===== config.mk =====
export PLATFORM = sky130hd
export DESIGN_NAME = rotary_dial_pulse_decoder
export DESIGN_NICKNAME = d
export VERILOG_FILES = /design/src/hw/rtl/rdpd_pkg.sv /design/src/hw/rtl/rdpd_front.sv /design/src/hw/rtl/rdpd_queue.sv /design/src/hw/rtl/rdpd_back.sv /design/src/hw/rtl/rotary_dial_pulse_decoder.sv
export SDC_FILE = /design/constraint.sdc
export NUM_CORES = 1
export LEC_CHECK = 0
export ABC_AREA = 1
export BUFFER_PORTS_ARGS = -buffer_cell sky130_fd_sc_hd__buf_2
export CAP_MARGIN = 10
export CELL_PAD_IN_SITES_DETAIL_PLACEMENT = 1
export CELL_PAD_IN_SITES_GLOBAL_PLACEMENT = 2
export CORE_MARGIN = 5
export CORE_UTILIZATION = 37
export CTS_BUF_LIST = sky130_fd_sc_hd__clkbuf_4
export DETAILED_ROUTE_END_ITERATION = 10
export GPL_ROUTABILITY_DRIVEN = 0
export MAX_ROUTING_LAYER = met4
export PLACE_DENSITY = 0.87
export SKIP_LAST_GASP = 1
export SLEW_MARGIN = 10
export SYNTH_ARGS = -nofsm -noshare
export SYNTH_HDL_FRONTEND = slang
export SYNTH_SLANG_ARGS = --single-unit

===== constraint.sdc =====
create_clock -name clk -period 3.2 [get_ports clk]
set_input_delay 0.64 -clock clk [delete_from_list [all_inputs] [get_ports clk]]
set_output_delay 0.64 -clock clk [all_outputs]
set_load 0.02 [all_outputs]

===== src/hw/rtl/rdpd_pkg.sv =====
// shared types and constants of the rotary dial decoder
`timescale 1ns / 1ps

package rdpd_pkg;

    localparam int COUNT_WIDTH_DEFAULT = 8;
    localparam int CFG_WIDTH           = 8;
    localparam logic [CFG_WIDTH-1:0] DEBOUNCE_RESET = 8'd15;
    localparam int DIGIT_WIDTH         = 4;
    localparam logic [DIGIT_WIDTH-1:0] TALLY_MAX  = 4'd15;
    localparam logic [DIGIT_WIDTH-1:0] TALLY_TEN  = 4'd10;
    localparam int QUEUE_DEPTH         = 2;

    typedef enum logic {
        OP_SAMPLE = 1'b0,
        OP_TAKE   = 1'b1
    } op_t;

    typedef enum logic [2:0] {
        PH_WAIT = 3'b001,
        PH_LOW  = 3'b010,
        PH_HIGH = 3'b100
    } phase_t;

    // classified item handed from the front to the back
    typedef struct packed {
        logic is_take;
        logic ready_level;
        logic pulse_level;
    } item_t;

endpackage


===== src/hw/rtl/rdpd_front.sv =====
// input stage: accepts transactions and classifies them
`timescale 1ns / 1ps

module rdpd_front
    import rdpd_pkg::*;
(
    input  logic  clk,
    input  logic  rst_n,
    input  logic  in_valid,
    output logic  in_ready,
    input  logic  op,
    input  logic  ready_level,
    input  logic  pulse_level,
    output logic  push,
    output item_t push_item,
    input  logic  q_full
);

    logic  f_valid_reg;
    logic  f_valid_next;
    item_t f_item_reg;
    logic  accept;

    assign push      = f_valid_reg && !q_full;
    assign push_item = f_item_reg;
    assign in_ready  = !f_valid_reg || !q_full;
    assign accept    = in_valid && in_ready;

    always_comb
    begin
        f_valid_next = f_valid_reg;
        if (accept)
        begin
            f_valid_next = 1'b1;
        end
        else if (push)
        begin
            f_valid_next = 1'b0;
        end
    end

    always_ff @(posedge clk or negedge rst_n)
    begin
        if (!rst_n)
        begin
            f_valid_reg <= 1'b0;
        end
        else
        begin
            f_valid_reg <= f_valid_next;
        end
    end

    always_ff @(posedge clk)
    begin
        if (accept)
        begin
            f_item_reg.is_take     <= (op_t'(op) == OP_TAKE);
            f_item_reg.ready_level <= ready_level;
            f_item_reg.pulse_level <= pulse_level;
        end
    end

endmodule


===== src/hw/rtl/rdpd_queue.sv =====
// short queue between the front and the back
`timescale 1ns / 1ps

module rdpd_queue
    import rdpd_pkg::*;
(
    input  logic  clk,
    input  logic  rst_n,
    input  logic  push,
    input  item_t push_item,
    output logic  full,
    input  logic  pop,
    output logic  head_valid,
    output item_t head_item
);

    localparam int PTR_W = (QUEUE_DEPTH > 1) ? $clog2(QUEUE_DEPTH) : 1;
    localparam int CNT_W = $clog2(QUEUE_DEPTH + 1);
    localparam logic [CNT_W-1:0] DEPTH_C = CNT_W'(QUEUE_DEPTH);
    localparam logic [PTR_W-1:0] LAST_C  = PTR_W'(QUEUE_DEPTH - 1);

    item_t            slot_reg [QUEUE_DEPTH];
    logic [PTR_W-1:0] wr_ptr_reg;
    logic [PTR_W-1:0] wr_ptr_next;
    logic [PTR_W-1:0] rd_ptr_reg;
    logic [PTR_W-1:0] rd_ptr_next;
    logic [CNT_W-1:0] count_reg;
    logic [CNT_W-1:0] count_next;
    logic             do_push;
    logic             do_pop;

    assign full       = (count_reg == DEPTH_C);
    assign head_valid = (count_reg != '0);
    assign head_item  = slot_reg[rd_ptr_reg];
    assign do_push    = push && !full;
    assign do_pop     = pop && head_valid;

    always_comb
    begin
        wr_ptr_next = wr_ptr_reg;
        rd_ptr_next = rd_ptr_reg;
        count_next  = count_reg;
        if (do_push)
        begin
            wr_ptr_next = (wr_ptr_reg == LAST_C) ? '0 : wr_ptr_reg + PTR_W'(1);
        end
        if (do_pop)
        begin
            rd_ptr_next = (rd_ptr_reg == LAST_C) ? '0 : rd_ptr_reg + PTR_W'(1);
        end
        if (do_push && !do_pop)
        begin
            count_next = count_reg + CNT_W'(1);
        end
        else if (do_pop && !do_push)
        begin
            count_next = count_reg - CNT_W'(1);
        end
    end

    always_ff @(posedge clk or negedge rst_n)
    begin
        if (!rst_n)
        begin
            wr_ptr_reg <= '0;
            rd_ptr_reg <= '0;
            count_reg  <= '0;
        end
        else
        begin
            wr_ptr_reg <= wr_ptr_next;
            rd_ptr_reg <= rd_ptr_next;
            count_reg  <= count_next;
        end
    end

    always_ff @(posedge clk)
    begin
        if (do_push)
        begin
            slot_reg[wr_ptr_reg] <= push_item;
        end
    end

endmodule


===== src/hw/rtl/rdpd_back.sv =====
// execution stage: debounce, pulse counting and result register
`timescale 1ns / 1ps

module rdpd_back
    import rdpd_pkg::*;
#(
    parameter int COUNT_WIDTH = COUNT_WIDTH_DEFAULT
)
(
    input  logic                   clk,
    input  logic                   rst_n,
    input  logic                   cfg_write,
    input  logic [CFG_WIDTH-1:0]   cfg_data,
    input  logic                   head_valid,
    input  item_t                  head_item,
    output logic                   pop,
    output logic                   out_valid,
    input  logic                   out_ready,
    output logic                   digit_valid,
    output logic [DIGIT_WIDTH-1:0] digit
);

    localparam int CMP_W = (COUNT_WIDTH > CFG_WIDTH) ? COUNT_WIDTH : CFG_WIDTH;
    localparam logic [COUNT_WIDTH-1:0] COUNT_MAX = {COUNT_WIDTH{1'b1}};

    logic [CFG_WIDTH-1:0]   debounce_reg;
    logic                   ready_prev_reg;
    logic                   ready_prev_next;
    logic                   pulse_prev_reg;
    logic                   pulse_prev_next;
    logic [COUNT_WIDTH-1:0] stable_count_reg;
    logic [COUNT_WIDTH-1:0] stable_count_next;
    phase_t                 phase_reg;
    phase_t                 phase_next;
    logic [DIGIT_WIDTH-1:0] tally_reg;
    logic [DIGIT_WIDTH-1:0] tally_next;
    logic                   pending_reg;
    logic                   pending_next;
    logic                   out_valid_reg;
    logic                   out_valid_next;
    logic                   res_valid_reg;
    logic [DIGIT_WIDTH-1:0] res_digit_reg;
    logic                   res_valid;
    logic [DIGIT_WIDTH-1:0] res_digit;
    logic                   rdy;
    logic                   pls;

    assign pop = head_valid && (!out_valid_reg || out_ready);
    assign rdy = head_item.ready_level;
    assign pls = head_item.pulse_level;

    always_comb
    begin
        ready_prev_next   = ready_prev_reg;
        pulse_prev_next   = pulse_prev_reg;
        stable_count_next = stable_count_reg;
        phase_next        = phase_reg;
        tally_next        = tally_reg;
        pending_next      = pending_reg;
        if (pop)
        begin
            if (head_item.is_take)
            begin
                pending_next = 1'b0;
            end
            else
            begin
                ready_prev_next = rdy;
                pulse_prev_next = pls;
                if (rdy != ready_prev_reg || pls != pulse_prev_reg)
                begin
                    stable_count_next = '0;
                end
                else
                begin
                    if (stable_count_reg != COUNT_MAX)
                    begin
                        stable_count_next = stable_count_reg + COUNT_WIDTH'(1);
                    end
                    if (CMP_W'(stable_count_next) > CMP_W'(debounce_reg))
                    begin
                        case (phase_reg)
                            PH_LOW:
                            begin
                                if (rdy && pls)
                                begin
                                    phase_next = PH_HIGH;
                                    if (tally_reg != TALLY_MAX)
                                    begin
                                        tally_next = tally_reg + DIGIT_WIDTH'(1);
                                    end
                                end
                                else if (rdy && !pls)
                                begin
                                    // dial complete: keep only counts of one to ten
                                    phase_next = PH_WAIT;
                                    if (tally_reg inside {[4'd1:TALLY_TEN]})
                                    begin
                                        pending_next = 1'b1;
                                        if (tally_reg == TALLY_TEN)
                                        begin
                                            tally_next = '0;
                                        end
                                    end
                                end
                            end
                            PH_HIGH:
                            begin
                                if (!rdy && !pls)
                                begin
                                    phase_next = PH_LOW;
                                end
                            end
                            default:
                            begin
                                // new dial drops any untaken digit
                                if (!rdy && !pls)
                                begin
                                    phase_next   = PH_LOW;
                                    pending_next = 1'b0;
                                    tally_next   = '0;
                                end
                            end
                        endcase
                    end
                end
            end
        end
    end

    // a take reports the digit held before it, a sample the one after it
    always_comb
    begin
        if (head_item.is_take)
        begin
            res_valid = pending_reg;
            res_digit = pending_reg ? tally_reg : '0;
        end
        else
        begin
            res_valid = pending_next;
            res_digit = pending_next ? tally_next : '0;
        end
    end

    always_comb
    begin
        out_valid_next = out_valid_reg;
        if (pop)
        begin
            out_valid_next = 1'b1;
        end
        else if (out_ready)
        begin
            out_valid_next = 1'b0;
        end
    end

    always_ff @(posedge clk or negedge rst_n)
    begin
        if (!rst_n)
        begin
            debounce_reg     <= DEBOUNCE_RESET;
            ready_prev_reg   <= 1'b1;
            pulse_prev_reg   <= 1'b1;
            stable_count_reg <= '0;
            phase_reg        <= PH_WAIT;
            tally_reg        <= '0;
            pending_reg      <= 1'b0;
            out_valid_reg    <= 1'b0;
        end
        else
        begin
            if (cfg_write)
            begin
                debounce_reg <= cfg_data;
            end
            ready_prev_reg   <= ready_prev_next;
            pulse_prev_reg   <= pulse_prev_next;
            stable_count_reg <= stable_count_next;
            phase_reg        <= phase_next;
            tally_reg        <= tally_next;
            pending_reg      <= pending_next;
            out_valid_reg    <= out_valid_next;
        end
    end

    always_ff @(posedge clk)
    begin
        if (pop)
        begin
            res_valid_reg <= res_valid;
            res_digit_reg <= res_digit;
        end
    end

    assign out_valid   = out_valid_reg;
    assign digit_valid = res_valid_reg;
    assign digit       = res_digit_reg;

endmodule


===== src/hw/rtl/rotary_dial_pulse_decoder.sv =====
// top level of the rotary dial pulse decoder
`timescale 1ns / 1ps

// Rotary dial pulse decoder. Each input transaction is either a one-tick
// sample of the dial's ready and pulse contacts (op 0) or a request to take
// the pending digit (op 1); every transaction yields exactly one result
// transaction carrying digit_valid and digit (0 to 9, zero when none).
// Contacts are debounced by a saturating stable-tick counter of COUNT_WIDTH
// bits; once it exceeds debounce_ticks a waiting / low pulse / high pulse
// machine counts pulses, and a count of one to ten becomes the digit when
// the ready contact returns high (ten reads as zero). Throughput is one
// transaction per clock while out_ready holds; a transaction passes three
// register stages in order (input register, two-entry queue, result
// register), the first loaded at the accepting edge and the last offering
// its result on the output. Until the queue and the input register fill,
// the input side can keep taking samples while a result waits for out_ready. The
// debounce_ticks register (reset 15) is written through cfg_valid/cfg_data
// and must only be changed while no transaction is in flight.
module rotary_dial_pulse_decoder
    import rdpd_pkg::*;
#(
    parameter int COUNT_WIDTH = COUNT_WIDTH_DEFAULT
)
(
    input  logic                   clk,
    input  logic                   rst_n,
    // sample / take transactions
    input  logic                   in_valid,
    output logic                   in_ready,
    input  logic                   op,
    input  logic                   ready_level,
    input  logic                   pulse_level,
    // result transactions
    output logic                   out_valid,
    input  logic                   out_ready,
    output logic                   digit_valid,
    output logic [DIGIT_WIDTH-1:0] digit,
    // debounce_ticks write port
    input  logic                   cfg_valid,
    output logic                   cfg_ready,
    input  logic [CFG_WIDTH-1:0]   cfg_data
);

    logic  push;
    item_t push_item;
    logic  q_full;
    logic  pop;
    logic  head_valid;
    item_t head_item;

    // configuration writes are always taken
    assign cfg_ready = 1'b1;

    // front: registers and classifies each incoming transaction
    rdpd_front u_front (
        .clk         (clk),
        .rst_n       (rst_n),
        .in_valid    (in_valid),
        .in_ready    (in_ready),
        .op          (op),
        .ready_level (ready_level),
        .pulse_level (pulse_level),
        .push        (push),
        .push_item   (push_item),
        .q_full      (q_full)
    );

    // decoupling queue
    rdpd_queue u_queue (
        .clk        (clk),
        .rst_n      (rst_n),
        .push       (push),
        .push_item  (push_item),
        .full       (q_full),
        .pop        (pop),
        .head_valid (head_valid),
        .head_item  (head_item)
    );

    // back: debounce, phase machine and result register
    rdpd_back #(
        .COUNT_WIDTH (COUNT_WIDTH)
    ) u_back (
        .clk         (clk),
        .rst_n       (rst_n),
        .cfg_write   (cfg_valid && cfg_ready),
        .cfg_data    (cfg_data),
        .head_valid  (head_valid),
        .head_item   (head_item),
        .pop         (pop),
        .out_valid   (out_valid),
        .out_ready   (out_ready),
        .digit_valid (digit_valid),
        .digit       (digit)
    );

endmodule


==> flow_summary.json, run 1 <==
{
  "ys.flop_type": "dfrtp_1",
  "p_leak_nw": 1.51,
  "drive_above_1_share_pct": 24.2,
  "n_antenna_cell": 0,
  "row_count": 30,
  "finalSetupViolations": 0,
  "hp-class": "input pin to async pin",
  "critPathKind": "flop to flop",
  "worst_slew_margin_rel_pct": 50.2,
  "grt_max_degree": 33,
  "pin_count": 24,
  "rsz0062_at_grt": "yes",
  "area_growth_pct": 17.6,
  "ctsHoldBuffers": 0,
  "avgSynthCellArea_um2": 7.99,
  "wl_mm": 5.94,
  "cpMostUsedCell": "nand2_2",
  "die_h_um": 94.4,
  "io_buffers": 22,
  "routed-via-count": 2193,
  "syn_inst": 330,
  "r2r_slack_ns": 0.13,
  "core_area_um2": 6870,
  "synth_seq_cells": 46,
  "clk_pin_slew_worst_paths_ns": 0.14,
  "htreeDepth": 2,
  "dp.cells": 446,
  "p_total_mw": 1.89,
  "hold_viol_final": 0,
  "cp_slowest_cell": "dfrtp_1",
  "clock_path_buffers": 2,
  "critical_path_required_ns": 3.33,
  "syn_nets": 360,
  "r2r-start": "u_back.stable_count_reg[0]$_DFFE_PN0P_",
  "cpPeakStageDelay_ns": 0.44,
  "drt_iter0_markers": 85,
  "cts_tree": "built",
  "die_area_um2": 8910,
  "ir_worst_vdd_mv": 0.376,
  "die_x_um": 94.4,
  "clk_latency_ns": 0.36,
  "cts_num_sinks": 46,
  "ys_seq_area_share_pct": 46.7,
  "pwr_density_cell_nw_per_um2": 611,
  "synthArstFlopShare_pct": 69.6,
  "crit_path_max_fanout": 5,
  "status": "finished, final reports clean",
  "clock.fmax_mhz": 326,
  "skew_ns": 0.0143,
  "synth_cell_types": 36,
  "antenna_found_initial": 0,
  "drtAntennaViolNets": 0,
  "routedWlPerCell_um": 12.9,
  "hold_ws_ns": 0.319,
  "start_util_pct": 38.4,
  "cts_made_buffers": 5,
  "report.final.slew_viol_count": 0,
  "startpoint_type": "flop",
  "grt_pass1_vias": 2241,
  "first_pass_iters": 4,
  "fin_tns_setup_ns": 0,
  "min_period_ns": 3.07,
  "drcViolationCount": 0,
  "cp_data_arrival_time_ns": 3.19,
  "worstRegToRegCells": 25,
  "grt_usage_pct": 14.8,
  "period_share_pct": 95.8,
  "via_per_inst": 4.77,
  "synthesis.area_um2": 2640,
  "layout.nets": 393,
  "synth-edff-count": 14,
  "ctsRootBufferMaster": "clkbuf_4",
  "r2r_end": "u_back.digit[3]$_DFFE_PP_",
  "cp-end-kind": "flop",
  "overflow": 0,
  "fin_util_pct": 45.1,
  "max-cap-violations": 0,
  "grt_pass1_wl_mm": 10.2,
  "dp_hpwl_mm": 4.49,
  "synth_warnings": 0,
  "finalNonFillerCells": 460,
  "max_slew.worst_pin.slew_ns": 0.748
}
[cell usage in the layout, fill, tap and decap left out, types with 2 or more instances in the layout]
cell      synthesis  final
buf_4             1      9
nand2_1          90     82
o22ai_1           6      6
nor2_2            2      4
xor2_1            5      4
nor2_4            1      5
clkinv_1          0      2
o21ai_0          20     19
inv_2             1      5
nor2_1           23     17
dfstp_2           7      7
nand4_1           6      6
clkbuf_4          0      5
buf_2             1     22
nor3_2            2      3
nand3_2           1      6
ha_4              0      2
or2_2             2      2
ha_1             14     12
a21oi_1           8      7
dfrtp_1          25     25
nand2_4           0      2
inv_1            59     55
edfxtp_1         14     14
o21ai_1           3      4
nand3_1          21     15
nand2_2           3      9
[per-stage QoR]
step / setup slack [ns] / instance area, µm²
floorplan: 0.395 / 2640
CTS: 0.000394 / 2920
finish: 0.133 / 3100
global placement: 0.125 / 2860
detailed placement: 0.0142 / 2860
global route: -0.110 / 3100
[critical path, delay by kind of cell, from the launching register on]
family	cells	cell delay, ns
xor gates and xnor gates	1	0.18
adders and majority gates	2	0.43
buffers and inverters	4	0.24
DFF	1	0.44
and+or+nand+nor	18	1.53
[timing repair]
item                                    in CTS  in global routing
pin swaps                                    0                 16
endpoints found under the setup margin       3                 13
resized for setup                            1                 37
buffers inserted                             1                  5
[cells in the mapped netlist (2+ instances only)]
library cell	count	area, µm²
or2_2	2	12.5
dfrtp_1	25	626
o21ai_0	20	100
xor2_1	5	43.8
dfstp_2	7	184
nand2_2	3	18.8
nor2_2	2	12.5
o21ai_1	3	15.0
inv_1	59	221
nor3_2	2	20.0
o22ai_1	6	37.5
ha_1	14	175
nor2_1	23	86.3
a21oi_1	8	40.0
edfxtp_1	14	420
nand4_1	6	37.5
nor3_1	2	10.0
clkbuf_1	2	7.51
nand2_1	90	338
nand3_1	21	105
[power breakdown]
group	switching, mW	total, mW	leakage, nW	internal, mW
clock network	0.186	0.269	0.0303	0.0825
registers	0.0808	0.844	0.530	0.763
logic	0.528	0.781	0.949	0.254
total	0.795	1.89	1.51	1.10
[routing by layer]
layer	GRT usage [%]	wire [µm]	vias to the layer above
li1	-	-	1109
met1	19.5	2920	1055
met2	23.8	2820	23
met3	2.87	137	6
met4	3.61	63	0
met5	-	0	-
[how the worst max path moves through the flow]
stage	end	slack, ns	cells past startpoint	start
global placement	u_back.digit[3]$_DFFE_PP_	0.13	25	u_back.stable_count_reg[1]$_DFFE_PN0P_
CTS	u_back.digit[3]$_DFFE_PP_	0.0004	25	u_back.stable_count_reg[0]$_DFFE_PN0P_
detailed placement	u_back.digit[3]$_DFFE_PP_	0.01	25	u_back.stable_count_reg[1]$_DFFE_PN0P_
floorplan	u_back.digit[3]$_DFFE_PP_	0.39	25	u_back.stable_count_reg[1]$_DFFE_PN0P_
global route	u_back.digit[3]$_DFFE_PP_	-0.11	20	u_back.stable_count_reg[1]$_DFFE_PN0P_
finish	u_back.digit[3]$_DFFE_PP_	0.13	25	u_back.stable_count_reg[0]$_DFFE_PN0P_
[kinds of logic (layout without fill, tap and decap cells)]
kind of cell	after synthesis	after routing	share of synthesized area, %
and+or+nand+nor	156	156	25.9
buffers and inverters	65	99	9.73
DFF	46	46	46.7
AOI/OAI and AO/OA	41	41	8.54
adders and majority gates	14	14	6.64
xor gates and xnor gates	6	6	1.99
other	1	1	0.142
muxes	1	1	0.427
[layout make-up]
| type | count | area (µm²) |
|---|---|---|
| repair buffers | 31 | 178 |
| clock inverters | 3 | 16.3 |
| fillers | 872 | 3770 |
| well taps | 96 | 120 |
| clock buffers | 5 | 37.5 |
| flip-flops and latches | 46 | 1230 |
| multi-input cells | 219 | 1290 |
| inverters | 60 | 225 |
Note: power is estimated with default switching activity, not from simulation.
==> run 2: changes to the inputs <==
- CELL_PAD_IN_SITES_DETAIL_PLACEMENT: 1 -> 0
- CELL_PAD_IN_SITES_GLOBAL_PLACEMENT: 2 -> 1
- CORE_UTILIZATION: 37 -> 46
==> flow_summary.json, run 2 (synthesis gave the netlist of run 1 again) <==
{
  "status": "finished, final reports clean",
  "cts_num_sinks": 46,
  "startpoint_type": "flop",
  "htreeDepth": 2,
  "clk_pin_slew_worst_paths_ns": 0.14,
  "area_growth_pct": 11.8,
  "ctsHoldBuffers": 0,
  "skew_ns": 0.00972,
  "final_common_cell": "nand2_1",
  "routed-via-count": 2083,
  "stdcell_area_um2": 2950,
  "worst_slew_margin_rel_pct": 51.6,
  "hp-class": "input pin to async pin",
  "ir_worst_vdd_mv": 0.383,
  "min_period_ns": 3.06,
  "hold_ws_ns": 0.329,
  "dp_hpwl_mm": 3.76,
  "pwr_density_cell_nw_per_um2": 632,
  "io_buffers": 22,
  "nFillCells": 557,
  "core_area_um2": 5540,
  "multiInputGateArea_um2": 1210,
  "p_total_mw": 1.86,
  "die_h_um": 85.7,
  "clock_path_buffers": 2,
  "drtAntennaViolNets": 0,
  "row_count": 27,
  "die_x_um": 85.7,
  "max_slew.worst_pin.slew_ns": 0.726,
  "placed_area_um2": 2820,
  "hold_viol_final": 0,
  "cp_data_arrival_time_ns": 3.20,
  "grt_usage_pct": 14.8,
  "antenna_found_initial": 0,
  "crit_path_max_fanout": 6,
  "critPathKind": "flop to flop",
  "pin_count": 24,
  "seqCellArea_um2": 1230,
  "period_share_pct": 95.7,
  "grt_pass1_wl_mm": 8.68,
  "grt_pass1_vias": 1963,
  "grt_max_degree": 33,
  "die_area_um2": 7350,
  "finalSetupViolations": 0,
  "layout.nets": 387,
  "rsz0062_at_grt": "yes",
  "report.final.slew_viol_count": 0,
  "dp.cells": 421,
  "p_leak_nw": 1.49,
  "drt_iter0_markers": 74,
  "drcViolationCount": 0,
  "critical_path_required_ns": 3.33,
  "final_cell_mix": "86 x nand2_1, 58 x inv_1, 25 x dfrtp_1, 22 x buf_2, 20 x nor2_1",
  "ctsRootBufferMaster": "clkbuf_4",
  "cts_made_buffers": 5,
  "via_per_inst": 4.84,
  "cts_tree": "built",
  "drive_above_1_share_pct": 19.3,
  "n_antenna_cell": 0,
  "overflow": 0,
  "wl_mm": 4.99,
  "first_pass_iters": 4,
  "clk_latency_ns": 0.35,
  "clock.fmax_mhz": 327,
  "max-cap-violations": 0,
  "routedWlPerCell_um": 11.6,
  "fin_tns_setup_ns": 0,
  "cp-end-kind": "flop",
  "finalNonFillerCells": 430,
  "start_util_pct": 47.6
}
==> run 2: cell types whose count changed in the layout (fill, tap and decap cells not counted), sizes merged <==
cell    delta
buf        -6
clkbuf     +1
clkinv     -1
==> run 2: metrics by stage <==
| stage | util, % | setup slack [ns] |
|---|---|---|
| 6_report | 53.2 | 0.138 |
| 5_1_grt | 53.2 | -0.136 |
| 4_1_cts | 52.0 | 0.0522 |
| 3_5_place_dp | 50.9 | 0.0843 |
| 3_3_place_gp | 50.9 | 0.139 |
| 2_1_floorplan | - | 0.395 |
==> run 2: worst paths after layout <==
check	startpoint	endpoint	slack, ns	depth (start not counted)
max	u_back.stable_count_reg[1]$_DFFE_PN0P_	u_back.digit[3]$_DFFE_PP_	0.14	24
max reg2reg	u_back.stable_count_reg[1]$_DFFE_PN0P_	u_back.digit[3]$_DFFE_PP_	0.14	24
max in group asynchronous	rst_n	u_back.stable_count_reg[7]$_DFFE_PN0P_	2.41	1
min	rst_n	u_back.debounce_reg[6]$_DFFE_PN0P_	0.33	1
min reg2reg	u_front.push_item[1]$_DFFE_PP_	u_queue.slot_reg[0][1]$_DFFE_PP_	0.47	0
min in group clk	ready_level	u_front.push_item[1]$_DFFE_PP_	0.45	1
==> run 2: critical path, cell delays in order, from the launching register on <==
cell and delay, ns:
dfrtp_1 0.43, ha_2 0.22, nand3_2 0.11, nor2_2 0.14
nand2_1 0.07, nor2_1 0.08, inv_1 0.06, nor2_2 0.11
inv_2 0.07, nand2_2 0.06, xor2_1 0.17, inv_1 0.06
ha_1 0.28, nand2_1 0.06, inv_1 0.04, nand4_1 0.16
inv_1 0.07, nor2_2 0.12, nand3_1 0.09, nand2_1 0.07
nand2_1 0.04, nand2_1 0.08, nand2_2 0.10, nand3_1 0.10
nand2_1 0.05
==> run 2: timing repair <==
action,4_1_cts,5_1_grt
gates resized for setup,0,18
buffers inserted,0,1
endpoints found under the setup margin,0,11
==> run 2: layout make-up <==
cell class | count | area share (%)
multi-input combinational | 219 | 41.1
sequential | 46 | 41.7
tap | 72 | 3.06
clock buffer | 6 | 1.53
inverter | 60 | 7.64
clock inverter | 2 | 0.467
timing repair buffer | 25 | 4.50
==> run 2: per-layer routing <==
layer | up-vias | wire [µm] | global-route usage [%]
li1 | 1098 | - | -
met1 | 948 | 2420 | 19.6
met2 | 32 | 2340 | 23.5
met3 | 5 | 186 | 2.59
met4 | 0 | 45 | 3.88
met5 | - | 0 | -
==> run 2: where the power goes <==
| part | internal (mW) | switching (mW) |
|---|---|---|
| Combinational | 0.236 | 0.509 |
| Clock | 0.0952 | 0.186 |
| Sequential | 0.763 | 0.0750 |
